===== src/assert_macros.svh =====
// assertion macros used by the rtl file priority_task_queue_with_cancel
// no dependencies; pulled in by `include where assertions are written
`ifndef ASSERT_MACROS_SVH
`define ASSERT_MACROS_SVH

// clocked assertion, disabled while reset is asserted
`define ASSERT_CLK(lbl, clk, rst_n, prop, msg) \
    lbl: assert property (@(posedge clk) disable iff (!rst_n) (prop)) else $error(msg);

// clocked implication, disabled while reset is asserted
`define ASSERT_IMPL(lbl, clk, rst_n, ante, cons, msg) \
    lbl: assert property (@(posedge clk) disable iff (!rst_n) (ante) |-> (cons)) \
        else $error(msg);

`endif


===== src/ptq_pkg.sv =====
// types and codes of the priority task queue
// no dependencies; imported by priority_task_queue_with_cancel
`default_nettype none

package ptq_pkg;

    // operation codes carried on the input tuser
    typedef enum logic [2:0] {
        FN_ADD        = 3'd0,
        FN_CANCEL     = 3'd1,
        FN_CANCEL_ALL = 3'd2,
        FN_EXTRACT    = 3'd3,
        FN_FINISH     = 3'd4
    } t_func;

    // status codes of a result word
    typedef enum logic [1:0] {
        STS_OK      = 2'd0,
        STS_ZERO_ID = 2'd1,
        STS_FULL    = 2'd2,
        STS_EMPTY   = 2'd3
    } t_status;

    // sequencer states
    typedef enum logic [1:0] {
        S_IDLE = 2'd0,
        S_FIND = 2'd1,
        S_PACK = 2'd2,
        S_DONE = 2'd3
    } t_state;

    // width of the count fields in a result word
    localparam int CNT_OUT_W = 5;

endpackage

`default_nettype wire


===== src/priority_task_queue_with_cancel.sv =====
// priority task queue with cancel by id: pending table, current slot, sequencer
// depends on ptq_pkg and assert_macros.svh
//
// One word in, one result word out. The pending table is a single-port-write,
// registered-read memory walked one entry per cycle. Add, cancel-all, finish
// and rejected or empty operations need no pass over the table. Cancel by id
// makes one compaction pass over the table. Extract makes a search pass for
// the best priority and then a compaction pass. The input is ready only while
// the sequencer is idle; a finished result sits in the output register, so a
// new word is accepted while it waits to be taken.
`default_nettype none
`include "assert_macros.svh"

module priority_task_queue_with_cancel
    import ptq_pkg::*;
#(
    parameter int QUEUE_DEPTH   = 16,
    parameter int ID_BITS       = 16,
    parameter int PRIORITY_BITS = 8,
    localparam int IN_W  = ((ID_BITS + PRIORITY_BITS + 7) / 8) * 8,
    localparam int OUT_W = ((ID_BITS + PRIORITY_BITS + 1 + 2 * CNT_OUT_W + 7) / 8) * 8
) (
    input  wire logic             i_clk,
    input  wire logic             i_rst_n,
    // input channel
    input  wire logic             i_s_tvalid,
    output logic                  o_s_tready,
    input  wire logic [IN_W-1:0]  i_s_tdata,   // task_id, task_priority, zero pad
    input  wire logic [2:0]       i_s_tuser,   // func
    // result channel
    output logic                  o_m_tvalid,
    input  wire logic             i_m_tready,
    output logic [OUT_W-1:0]      o_m_tdata,   // chosen_id, chosen_priority,
                                               // stop_current, removed_count,
                                               // queue_size, zero pad
    output logic [2:0]            o_m_tuser    // status, task_valid
);

    localparam int AW    = $clog2(QUEUE_DEPTH);
    localparam int CNT_W = $clog2(QUEUE_DEPTH + 1);
    localparam int ENT_W = ID_BITS + PRIORITY_BITS;

    // input field split
    logic [ID_BITS-1:0]       w_in_id;
    logic [PRIORITY_BITS-1:0] w_in_pri;
    t_func                    w_in_func;
    logic                     w_accept;

    assign w_in_id   = i_s_tdata[ID_BITS-1:0];
    assign w_in_pri  = i_s_tdata[ENT_W-1:ID_BITS];
    assign w_in_func = t_func'(i_s_tuser);
    assign w_accept  = i_s_tvalid && o_s_tready;

    // control state
    t_state             r_state, n_state;
    t_func              r_func;
    logic [CNT_W-1:0]   r_cnt;
    logic [CNT_W-1:0]   r_rd_ptr;
    logic [CNT_W-1:0]   r_wr_ptr;
    logic               r_rd_vld;
    logic [AW-1:0]      r_rd_idx;
    logic               r_cur_valid;
    logic [ID_BITS-1:0] r_cur_id;

    // working result
    t_status                  r_status;
    logic                     r_stop;
    logic                     r_tvalid;
    logic [CNT_W-1:0]         r_removed;
    logic [ID_BITS-1:0]       r_id;
    logic [AW-1:0]            r_best_idx;
    logic [ID_BITS-1:0]       r_best_id;
    logic [PRIORITY_BITS-1:0] r_best_pri;

    // output register
    logic                     r_o_valid;
    t_status                  r_o_status;
    logic                     r_o_tvalid;
    logic [ID_BITS-1:0]       r_o_id;
    logic [PRIORITY_BITS-1:0] r_o_pri;
    logic                     r_o_stop;
    logic [CNT_OUT_W-1:0]     r_o_removed;
    logic [CNT_OUT_W-1:0]     r_o_qsize;

    // pending table
    logic [ENT_W-1:0]         r_mem [QUEUE_DEPTH];
    logic [ENT_W-1:0]         r_rd_data;
    logic [ID_BITS-1:0]       w_rd_id;
    logic [PRIORITY_BITS-1:0] w_rd_pri;

    // sequencer controls
    logic             w_scanning;
    logic             w_rd_issue;
    logic             w_scan_end;
    logic             w_drop;
    logic             w_better;
    logic             w_wr_en;
    logic [AW-1:0]    w_wr_addr;
    logic [ENT_W-1:0] w_wr_data;
    logic             w_out_free;

    assign w_rd_id  = r_rd_data[ID_BITS-1:0];
    assign w_rd_pri = r_rd_data[ENT_W-1:ID_BITS];

    // next state
    always_comb begin
        n_state = r_state;
        unique case (r_state)
            S_IDLE: begin
                if (w_accept) begin
                    n_state = S_DONE;
                    if (w_in_func == FN_CANCEL && w_in_id != '0) begin
                        n_state = S_PACK;
                    end else if (w_in_func == FN_EXTRACT && r_cnt != '0) begin
                        n_state = S_FIND;
                    end
                end
            end
            S_FIND: begin
                if (w_scan_end) n_state = S_PACK;
            end
            S_PACK: begin
                if (w_scan_end) n_state = S_DONE;
            end
            S_DONE: begin
                if (w_out_free) n_state = S_IDLE;
            end
            default: n_state = S_IDLE;
        endcase
    end

    // sequencer outputs and table write port
    always_comb begin
        w_scanning = (r_state == S_FIND) || (r_state == S_PACK);
        w_rd_issue = w_scanning && (r_rd_ptr != r_cnt);
        w_scan_end = w_scanning && (r_rd_ptr == r_cnt) && !r_rd_vld;
        w_better   = (r_rd_idx == '0) || (w_rd_pri > r_best_pri);
        w_drop     = (r_func == FN_CANCEL) ? (w_rd_id == r_id) : (r_rd_idx == r_best_idx);
        w_out_free = !r_o_valid || i_m_tready;
        o_s_tready = (r_state == S_IDLE);
        w_wr_en    = 1'b0;
        w_wr_addr  = r_wr_ptr[AW-1:0];
        w_wr_data  = r_rd_data;
        if (r_state == S_IDLE) begin
            w_wr_en   = w_accept && (w_in_func == FN_ADD) && (r_cnt != CNT_W'(QUEUE_DEPTH));
            w_wr_addr = r_cnt[AW-1:0];
            w_wr_data = {w_in_pri, w_in_id};
        end else if (r_state == S_PACK) begin
            w_wr_en = r_rd_vld && !w_drop;
        end
    end

    // table memory, registered read
    always_ff @(posedge i_clk) begin
        if (w_wr_en) r_mem[w_wr_addr] <= w_wr_data;
        if (w_rd_issue) r_rd_data <= r_mem[r_rd_ptr[AW-1:0]];
    end

    // sequencer and table bookkeeping
    always_ff @(posedge i_clk) begin
        if (!i_rst_n) begin
            r_state     <= S_IDLE;
            r_cnt       <= '0;
            r_rd_vld    <= 1'b0;
            r_cur_valid <= 1'b0;
            r_cur_id    <= '0;
            r_o_valid   <= 1'b0;
        end else begin
            r_state <= n_state;
            unique case (r_state)
                S_IDLE: begin
                    if (w_accept) begin
                        r_func    <= w_in_func;
                        r_id      <= w_in_id;
                        r_rd_ptr  <= '0;
                        r_wr_ptr  <= '0;
                        r_rd_vld  <= 1'b0;
                        r_removed <= '0;
                        r_status  <= STS_OK;
                        r_stop    <= 1'b0;
                        r_tvalid  <= 1'b0;
                        unique case (w_in_func)
                            FN_ADD: begin
                                if (r_cnt == CNT_W'(QUEUE_DEPTH)) r_status <= STS_FULL;
                                else r_cnt <= r_cnt + 1'b1;
                            end
                            FN_CANCEL: begin
                                if (w_in_id == '0) r_status <= STS_ZERO_ID;
                                else r_stop <= r_cur_valid && (r_cur_id == w_in_id);
                            end
                            FN_CANCEL_ALL: begin
                                r_stop    <= r_cur_valid;
                                r_removed <= r_cnt;
                                r_cnt     <= '0;
                            end
                            FN_EXTRACT: begin
                                if (r_cnt == '0) begin
                                    r_status    <= STS_EMPTY;
                                    r_cur_valid <= 1'b0;
                                    r_cur_id    <= '0;
                                end
                            end
                            FN_FINISH: begin
                                r_cur_valid <= 1'b0;
                                r_cur_id    <= '0;
                            end
                            default: ;
                        endcase
                    end
                end
                S_FIND: begin
                    // search pass: keep the earliest entry of the largest priority
                    r_rd_vld <= w_rd_issue;
                    r_rd_idx <= r_rd_ptr[AW-1:0];
                    if (w_rd_issue) r_rd_ptr <= r_rd_ptr + 1'b1;
                    if (r_rd_vld && w_better) begin
                        r_best_idx <= r_rd_idx;
                        r_best_id  <= w_rd_id;
                        r_best_pri <= w_rd_pri;
                    end
                    if (w_scan_end) r_rd_ptr <= '0;
                end
                S_PACK: begin
                    // compaction pass: drop matching entries, close the gaps
                    r_rd_vld <= w_rd_issue;
                    r_rd_idx <= r_rd_ptr[AW-1:0];
                    if (w_rd_issue) r_rd_ptr <= r_rd_ptr + 1'b1;
                    if (r_rd_vld) begin
                        if (!w_drop) r_wr_ptr <= r_wr_ptr + 1'b1;
                        else if (r_func == FN_CANCEL) r_removed <= r_removed + 1'b1;
                    end
                    if (w_scan_end) begin
                        r_cnt <= r_wr_ptr;
                        if (r_func == FN_EXTRACT) begin
                            r_tvalid    <= 1'b1;
                            r_cur_valid <= 1'b1;
                            r_cur_id    <= r_best_id;
                        end
                    end
                end
                S_DONE: ;
                default: ;
            endcase

            // output register
            if (r_state == S_DONE && w_out_free) begin
                r_o_valid   <= 1'b1;
                r_o_status  <= r_status;
                r_o_tvalid  <= r_tvalid;
                r_o_id      <= r_tvalid ? r_best_id : '0;
                r_o_pri     <= r_tvalid ? r_best_pri : '0;
                r_o_stop    <= r_stop;
                r_o_removed <= CNT_OUT_W'(r_removed);
                r_o_qsize   <= CNT_OUT_W'((CNT_W + 1)'(r_cnt) + (CNT_W + 1)'(r_cur_valid));
            end else if (i_m_tready) begin
                r_o_valid <= 1'b0;
            end
        end
    end

    // result word packing
    assign o_m_tvalid = r_o_valid;
    assign o_m_tdata  = OUT_W'({r_o_qsize, r_o_removed, r_o_stop, r_o_pri, r_o_id});
    assign o_m_tuser  = {r_o_tvalid, r_o_status};

    // checks
    `ASSERT_CLK(a_cnt_bound, i_clk, i_rst_n, r_cnt <= CNT_W'(QUEUE_DEPTH), "pending count above depth")
    `ASSERT_IMPL(a_pack_order, i_clk, i_rst_n, (r_state == S_PACK) && r_rd_vld, CNT_W'(r_rd_idx) >= r_wr_ptr, "compaction write overtook read")
    `ASSERT_IMPL(a_idle_quiet, i_clk, i_rst_n, r_state == S_IDLE, !r_rd_vld, "read data pending in idle")
    `ASSERT_IMPL(a_task_ok, i_clk, i_rst_n, r_o_valid && r_o_tvalid, r_o_status == STS_OK, "returned task without ok status")

endmodule

`default_nettype wire

===== config.mk =====
export PLATFORM = sky130hd
export DESIGN_NAME = priority_task_queue_with_cancel
export DESIGN_NICKNAME = d
export VERILOG_FILES = /design/src/ptq_pkg.sv /design/src/priority_task_queue_with_cancel.sv
export VERILOG_INCLUDE_DIRS = /design/src /design/src/src
export SDC_FILE = /design/constraint.sdc
export NUM_CORES = 1
export LEC_CHECK = 0
export BUFFER_PORTS_ARGS = -buffer_cell sky130_fd_sc_hd__clkbuf_2
export CAP_MARGIN = 20
export CORE_UTILIZATION = 61
export DETAILED_ROUTE_END_ITERATION = 8
export PLACE_DENSITY_LB_ADDON = 0.05
export SLEW_MARGIN = 15
export SYNTH_ARGS = -nofsm -noshare
export SYNTH_HDL_FRONTEND = slang
export SYNTH_SLANG_ARGS = --single-unit
export TNS_END_PERCENT = 10

===== constraint.sdc =====
create_clock -name i_clk -period 7.9 [get_ports i_clk]
set_input_delay 1.185 -clock i_clk [delete_from_list [all_inputs] [get_ports i_clk]]
set_output_delay 1.185 -clock i_clk [all_outputs]
set_load 0.02 [all_outputs]

Word level (Yosys, flattened, before mapping) --
Memories as Yosys holds them, arrays and structs flattened. A register that Yosys moved wholly into a read port is not among the register bits. Cells that the tools add are included.
Storage, ports and cells: register bits 134, memory bits (writable) 384, output and inout bits 45, logic and storage cells 158, memories 1
Cells by class: $add $sub $neg 5, order comparisons 1, equal/unequal tests 29, muxes and demuxes 55, reduce and logical (&&, ||, !) cells 42
Memory list:
- r_mem | depth 16, bits a word 24, rd ports 1, clocked after memory_dff 1, wr ports 1, line priority_task_queue_with_cancel.sv:86 | logic [ENT_W-1:0] r_mem [QUEUE_DEPTH];
Operators with widths (count):
- 5-bit two-way mux | 13
- 16-bit two-way mux | 4
- 16-bit one-hot mux with 2 select lines | 2
- 5-bit one-hot mux with 2 select lines | 4
- 16-bit equality test | 2
- 24-bit two-way mux | 1
- 5-bit by 1-bit adder with 5-bit output (second input constant) | 4
- 16-bit zero test | 1
- 2-bit two-way mux | 8
- 16-bit nonzero test | 1
- 5-bit one-hot mux with 3 select lines | 1
- 5-bit AND reduction | 3
- 1-bit two-way mux | 14
- 1-bit logical AND | 12
- 2-bit != test (second input constant) | 6
- 6-bit AND reduction | 2
- 1-bit one-hot mux with 2 select lines | 5
- 3-bit by 2-bit equality test with 1-bit output (second input constant) | 3
- 3-bit AND reduction | 3
- 8-bit > comparator | 1
- 2-bit one-hot mux with 4 select lines | 1
- 3-bit by 1-bit equality test with 1-bit output (second input constant) | 2
- 2-bit by 1-bit != test with 1-bit output (second input constant) | 3
- 3-bit by 1-bit != test with 1-bit output (second input constant) | 2
- other kinds (25) | 34

Logic depth before layout (Yosys ltp) --
Gate-level depths: netlist of run 1.
depth after elaboration 8, depth in mapped cells 9, gate-level depth less buffers 7

Worst setup path after synthesis of run 1 --
OpenSTA, ideal clock, no wires.
kind input-to-reg, from input port i_s_tuser[1], to memory r_mem[11][0] in the netlist's numbering, enable pin, setup time 435 ps, arrival 3916 ps, required time 7465 ps, setup slack 3549 ps, cell stages on the path 7, buffers on the path 2, cell sequence clkbuf_1 -> nor2_1 -> a41oi_1 -> a31oi_1 -> o21ai_1 -> clkbuf_1 -> nor3_1
Between the ends: word-level cells in the longest chain between the ends 6
Ends and longest elaborated chain:
- from (decl) | line priority_task_queue_with_cancel.sv:29 | input wire logic [2:0] i_s_tuser,
- 3-bit zero test | line priority_task_queue_with_cancel.sv:145 | w_wr_en = w_accept && (w_in_func == FN_ADD) && (r_cnt != CNT_W'(QUEUE_DEPTH));
- 1-bit logical AND (2 in a row) | line priority_task_queue_with_cancel.sv:145
- 1-bit two-way mux | line priority_task_queue_with_cancel.sv:144 | if (r_state == S_IDLE) begin
- 1-bit two-way mux | line priority_task_queue_with_cancel.sv:155 | if (w_wr_en) r_mem[w_wr_addr] <= w_wr_data;
- 1-bit two-way mux (implied by the code) | line priority_task_queue_with_cancel.sv:155
- to (decl) | line priority_task_queue_with_cancel.sv:86
Every way passes these cells.

Final worst setup path of run 1 --
from register r_state[0], to memory r_mem[11][13] in the netlist's numbering, enable pin
Between the ends: word-level cells in the longest chain between the ends 7
Ends and longest elaborated chain:
- from (decl) | line priority_task_queue_with_cancel.sv:55 | t_state r_state, n_state;
- from (signal assigned) | line priority_task_queue_with_cancel.sv:169 | r_state <= n_state;
- 2-bit zero test | line priority_task_queue_with_cancel.sv:140, priority_task_queue_with_cancel.sv:144
- 1-bit logical AND | line priority_task_queue_with_cancel.sv:52 | assign w_accept = i_s_tvalid && o_s_tready;
- 1-bit logical AND (2 in a row) | line priority_task_queue_with_cancel.sv:145
- 1-bit two-way mux | line priority_task_queue_with_cancel.sv:144
- 1-bit two-way mux | line priority_task_queue_with_cancel.sv:155
- 1-bit two-way mux (implied by the code) | line priority_task_queue_with_cancel.sv:155
Several ways; a longest one is shown, not always the timed one.

==> run metrics, run 1 <==
n_diodes=0; most frequent cell after synthesis=edfxtp_1; Worst VDD drop=0.000229 V; gr usage total=25.8%; Detailed Routing Iterations Pass 1=5; Worst Path Required=8.13 ns; 1st-iter DRT viols=913; Post-Syn Area=21700 um^2; Syn Inst Count=1104; CTS HTree Levels=2; CP arrival=4.20 ns; die width=190 um; static leakage=0.00789 uW; Initial Utilization=62.4%; Synth async-reset ratio=0%; Hold Path Stages=0; Hold EP=r_o_stop; crit path capture type=flip-flop; post-synthesis sequential area ratio=73.9%; fill count=2149; synthesis warning total=0; CTS Buffer Depth=3; Most used DFF post-synth=edfxtp_1; Via density=6.28; antenna violations before repair=1; CTS root buf=clkbuf_16; placed wire-length estimate=26900 um; total internal power=5700 uW; Max-Slew Margin vs Limit=27.1%; Post-Route WL=45200 um; setup slack, reg-to-reg=3.94 ns; wire length per cell=26.6 um; post-layout util=70.0%; CP max FO=35; I/O pin cnt=76; NetSw=2220 uW; Num CTS Buffers=52; f_max=252 MHz; DRC=0; buffer count from post-CTS setup fixing=0; clock sink count=542; layout cell share with drive strength beyond 1=27.1%; post-cts repair resize count=0; Synth area leader=edfxtp_1; # nets final=1254; placed instance area=22600 um^2; fin crit share=50.2%; # port buffers=70; Comb power frac=20.9%; number of synthesized register bits=542; largest cells by area after synthesis=edfxtp_1, mux4_2, dfxtp_1, xor2_1, mux2_2; global-route wire length before repair=67500 um; top post-synthesis cells by count=edfxtp_1, mux4_2, clkbuf_1; Slew @ Worst Pin=1.09 ns; run status=finished, final reports clean; DIE AREA=36300 um^2; Power per Cell Area=326 nW/um^2; post-route cell area=24300 um^2; Post-CTS Hold Fix Bufs=0; fin crit period=3.96 ns; clock share of power=30.1%; Hold Crit Start=r_stop; Setup Viol. Count Final=0; top-area cell type share of the netlist area=71.5%; Post-synth EDFFs=516; largest net degree at the start of global routing=101; R2R depth=10; Critical Path Start Type=flip-flop; Hold Fails Final Rpt=0; post-route ant nets=0; Post-Syn Area per Cell=19.6 um^2; Worst Hold Class=flip-flop to flip-flop; clock transition at the registers of the reported paths=0.06 ns; clk_lat worst skew=0.57 ns; RSZ-0062 raised after global routing=false; Cell Rows=68; Max Slew Vio Count=0; critical path class=flip-flop to flip-flop; RD Place Congestion=0.858; Tot Pwr=7920 uW; FF-to-FF Start=r_state[0]; vias=10675; TritonCTS clock tree=built; library cells used by synthesis=61; Remaining Overflow, GRT=0; vias in the first global route=10716; Flop pwr share=49.0%; core area=34700 um^2; setup TNS=0 ns; height of the die=190 um; skew final=0.0202 ns; Max Cap Viol=0; P&R area growth vs syn=12.3%; RR Endpoint=r_mem[11][13]; Sw Share=28.0%
[final cells by class]
type	count	area, um^2	area share (%)
clock buffers	72	1410	5.79
clock inverters	25	230	0.947
inverters	18	67.6	0.278
multi-input cells	489	5420	22.3
flip-flops and latches	542	16000	65.9
well taps	455	569	2.34
repair buffers	100	604	2.49
[worst max-delay path: stages (launching register included)]
cell and delay [ns]:
dfxtp_1 0.34, inv_1 0.13, ha_2 0.41, buf_4 0.45, and2_1 0.28, a41oi_1 0.16
a31oi_1 0.18, o21ai_1 0.12, buf_4 0.23, nor3_2 0.84, buf_4 0.45
[routing by layer]
layer	up-vias	part of all wire, %	routed length (um)	track usage (%)
met5	-	0	0	0
li1	4673	-	-	-
met4	0	2.0	889	5.85
met2	399	48	21900	40.8
met1	5532	43	19400	38.2
met3	71	6.7	3020	4.36
[how the worst max path moves through the flow]
stage	slack (ns)	start	end
CTS	3.91	r_state[0]	r_mem[11][6]
finish	3.94	r_state[0]	r_mem[11][13]
global route	3.72	r_state[0]	r_mem[11][15]
detailed placement	3.94	r_state[0]	r_mem[11][12]
floorplan	3.55	i_s_tuser[1]	r_mem[11][0]
global placement	4.07	i_s_tuser[1]	r_mem[11][6]
[layout by cell type (no fill, tap or decap), types with 17 or more instances in the layout]
cell type    n
buf_4       27
a22o_1      17
mux4_2     120
xor2_1      33
ha_1        19
mux2_2      23
nand2_1     28
clkbuf_2    70
inv_1       17
and2_1      29
nor2_1      34
clkbuf_1    18
edfxtp_1   516
clkbuf_16   53
xnor2_1     22
dfxtp_1     26
[logic make-up (layout without fill, tap and decap cells)]
family                   after synthesis  count (layout)  synth area share (%)
multiplexers                         144             144                  13.7
adder cells (fa/ha/maj)               20              20                  1.16
XOR/XNOR                              55              55                  2.22
AO/OA/AOI/OAI                         83              83                  2.82
AND/OR/NAND/NOR                      182             182                  4.53
buffers and inverters                 77             215                  1.61
flip-flops                           542             542                  73.9
other                                  1               5                0.0173
[state kept, by name, indices dropped and copies added (netlist names), 8 cells and up]
signal / cells
r_mem: 384
r_rd_data: 24
r_best_id: 16
r_cur_id: 16
r_id: 16
r_o_id: 16
r_best_pri: 8
r_o_pri: 8
[through the flow]
stage               worst slack [ns]  hold slack, ns  instances
global route                    3.72           0.440       1701
floorplan                       3.55           0.400       1108
detailed placement              3.94           0.410       1602
CTS                             3.91           0.425       1699
global placement                4.07           0.402       1602
finish                          3.94           0.424       1701
[power groups by stage]
stage / Combinational [uW] / Clock (uW) / Sequential (uW)
CTS: 1660 / 2420 / 3880
global placement: 1620 / 0 / 3930
global route: 1780 / 2530 / 3900
detailed placement: 1650 / 0 / 3940
floorplan: 1170 / 0 / 3850
finish: 1650 / 2390 / 3880
Note: power is estimated with default switching activity, not from simulation.
==> run 2: changes to the inputs <==
- clock period: 7.9 -> 3.8 ns (I/O delays scaled with it)
==> run metrics, run 2 (same netlist as run 1, synthesis figures left out) <==
wire length per cell=25.3 um (-4.9%); RSZ-0062 raised after global routing=false; post-route cell area=24500 um^2 (+0.64%); layout cell share with drive strength beyond 1=28.4% (+1.2 points); fin crit period=3.12 ns (-0.841 ns); Post-CTS Hold Fix Bufs=0 (unchanged); CTS HTree Levels=2 (unchanged); antenna violations before repair=0 (-1); Top Registers=r_mem x384, r_rd_data x24; DIE AREA=36300 um^2 (unchanged); CP top delay family=simple AND/OR/NAND/NOR gates; buffer count from post-CTS setup fixing=0 (unchanged); pre-CTS setup slack=0.708 ns (-3.24 ns); Critical Path Start Type=flip-flop; largest net degree at the start of global routing=101 (unchanged); n_diodes=0 (unchanged); NetSw=4720 uW (+110%); Cell Chain, Critical Path=inv_1 -> ha_1 -> nor2b_1 -> or3b_4 -> a2111oi_4 -> nor4b_4 -> a22o_1; Worst Hold Class=input pin to flip-flop; met3 wire len=3310 um (+9.5%); Num CTS Buffers=53 (+1.9%); Slew @ Worst Pin=0.879 ns (-0.214 ns); commonest non-fill, non-tap cell in the layout=edfxtp_1; Highest Signal Layer=met4; Comb power frac=21.2% (+0.3 points); Remaining Overflow, GRT=0 (unchanged); Via density=6.22 (-0.94%); Flop pwr share=47.9% (-1.1 points); run status=finished, final reports clean; 1st-iter DRT viols=856 (-6.2%); DRT met1 WL=19200 um (-0.61%); Cell Rows=68 (unchanged); Max Slew Vio Count=0 (unchanged); die width=190 um (unchanged); RD Place Congestion=0.907 (+5.7%); Setup Viol. Count Final=0 (unchanged); post-cts repair resize count=0 (unchanged); # nets final=1263 (+0.72%); f_max=320 MHz (+27%); vias=10631 (-0.41%); placed instance area=22700 um^2 (+0.32%); Max-Slew Margin vs Limit=41.4% (+14 points); Critical Path Max Stage Delay=0.76 ns (-0.08 ns); Max Cap Viol=0 (unchanged); most frequent cells in the layout=edfxtp_1, mux4_2, clkbuf_2; Initial Utilization=62.4% (unchanged); crit path max-delay cell type=nor4b_4; critical path class=flip-flop to flip-flop; dpl cells=1610 (+0.50%); static leakage=0.00799 uW (+1.2%); TritonCTS clock tree=built; Power per Cell Area=684 nW/um^2 (+110%); Final Non-Filler Cells=1710 (+0.53%); skew final=0.0113 ns (-0.00891 ns); core area=34700 um^2 (unchanged); CP arrival=3.65 ns (-0.55 ns); Reg with most FFs=r_mem; fin crit share=82.2% (+32 points); gr usage total=24.8% (-0.96 points); P&R area growth vs syn=13.0%; Detailed Routing Iterations Pass 1=5 (unchanged); setup TNS=0 ns (unchanged); Post-Route WL=43200 um (-4.3%); placed wire-length estimate=28000 um (+4.3%); Sw Share=28.2% (+0.17 points); clock share of power=30.9% (+0.8 points); DR WL met2=19900 um (-9.4%); Worst VDD drop=0.000576 V (+150%); CTS Buffer Depth=3 (unchanged); global-route wire length before repair=65000 um (-3.7%); height of the die=190 um (unchanged); clk_lat worst skew=0.59 ns (+0.02 ns); clock transition at the registers of the reported paths=0.06 ns (about the same); total internal power=12000 uW (+110%); worst path bufs/invs=1 (-3); post-route ant nets=0 (unchanged); CTS root buf=clkbuf_16; worst setup margin=0.678 ns (-3.26 ns); CP max FO=16 (-54%); # port buffers=70 (unchanged); Worst Path Required=4.32 ns (-3.81 ns); clock sink count=542 (unchanged); max reg flops=384 (unchanged); Hold Fails Final Rpt=0 (unchanged); I/O pin cnt=76 (unchanged); vias in the first global route=10432 (-2.7%); crit path capture type=flip-flop; DRC=0 (unchanged)
run 2: cell count changes in the layout (fill, tap and decap cells not counted), moves of 2 or more:
cell / previous run / this run
clkbuf_1: 18 / 9
bufinv_16: 4 / 6
buf_4: 27 / 34
clkinvlp_4: 1 / 3
clkinv_2: 9 / 14
run 2: metrics by stage:
stage / power (uW) / hold WS [ns] / util (%)
finish: 16700 / 0.252 / 70.5
global placement: 11600 / 0.402 / 65.4
global route: 17400 / 0.234 / 70.5
floorplan: 10400 / 0.400 / -
detailed placement: 11700 / 0.410 / 65.4
CTS: 16800 / 0.217 / 70.4
run 2: area by class of cell:
type	instances	area [um^2]
clock inverters	35	335
well taps	455	569
fillers	2147	10200
flip-flops and latches	542	16000
inverters	18	67.6
multi-input cells	489	5420
clock buffers	63	1390
repair buffers	108	678
run 2: layer usage:
metal	global-route usage (%)	vias up
met1	38.8	5474
met2	36.6	407
li1	-	4686
met3	4.18	64
met4	6.92	0
met5	0	-
run 2: power groups by stage:
stage	Combinational [uW]	Clock [uW]	Sequential, uW
finish	3550	5170	8010
global route	3850	5480	8050
CTS	3560	5270	8010
detailed placement	3550	0	8140
global placement	3460	0	8120
floorplan	2440	0	8000
run 2: worst register-to-register path, cell delays in order (launching register included):
cell       delay, ns
dfxtp_1         0.40
inv_1           0.12
ha_1            0.46
nor2b_1         0.21
or3b_4          0.43
a2111oi_4       0.45
nor4b_4         0.76
a22o_1          0.24
run 2: final timing paths:
kind                 from             to  slack (ns)  depth (start not counted)
max            r_state[0]    r_cur_id[2]        0.68                          7
min          i_s_tdata[8]        r_id[8]        0.25                          1
max reg2reg    r_state[0]    r_cur_id[2]        0.68                          7
min reg2reg   r_status[1]  r_o_status[1]        0.43                          0
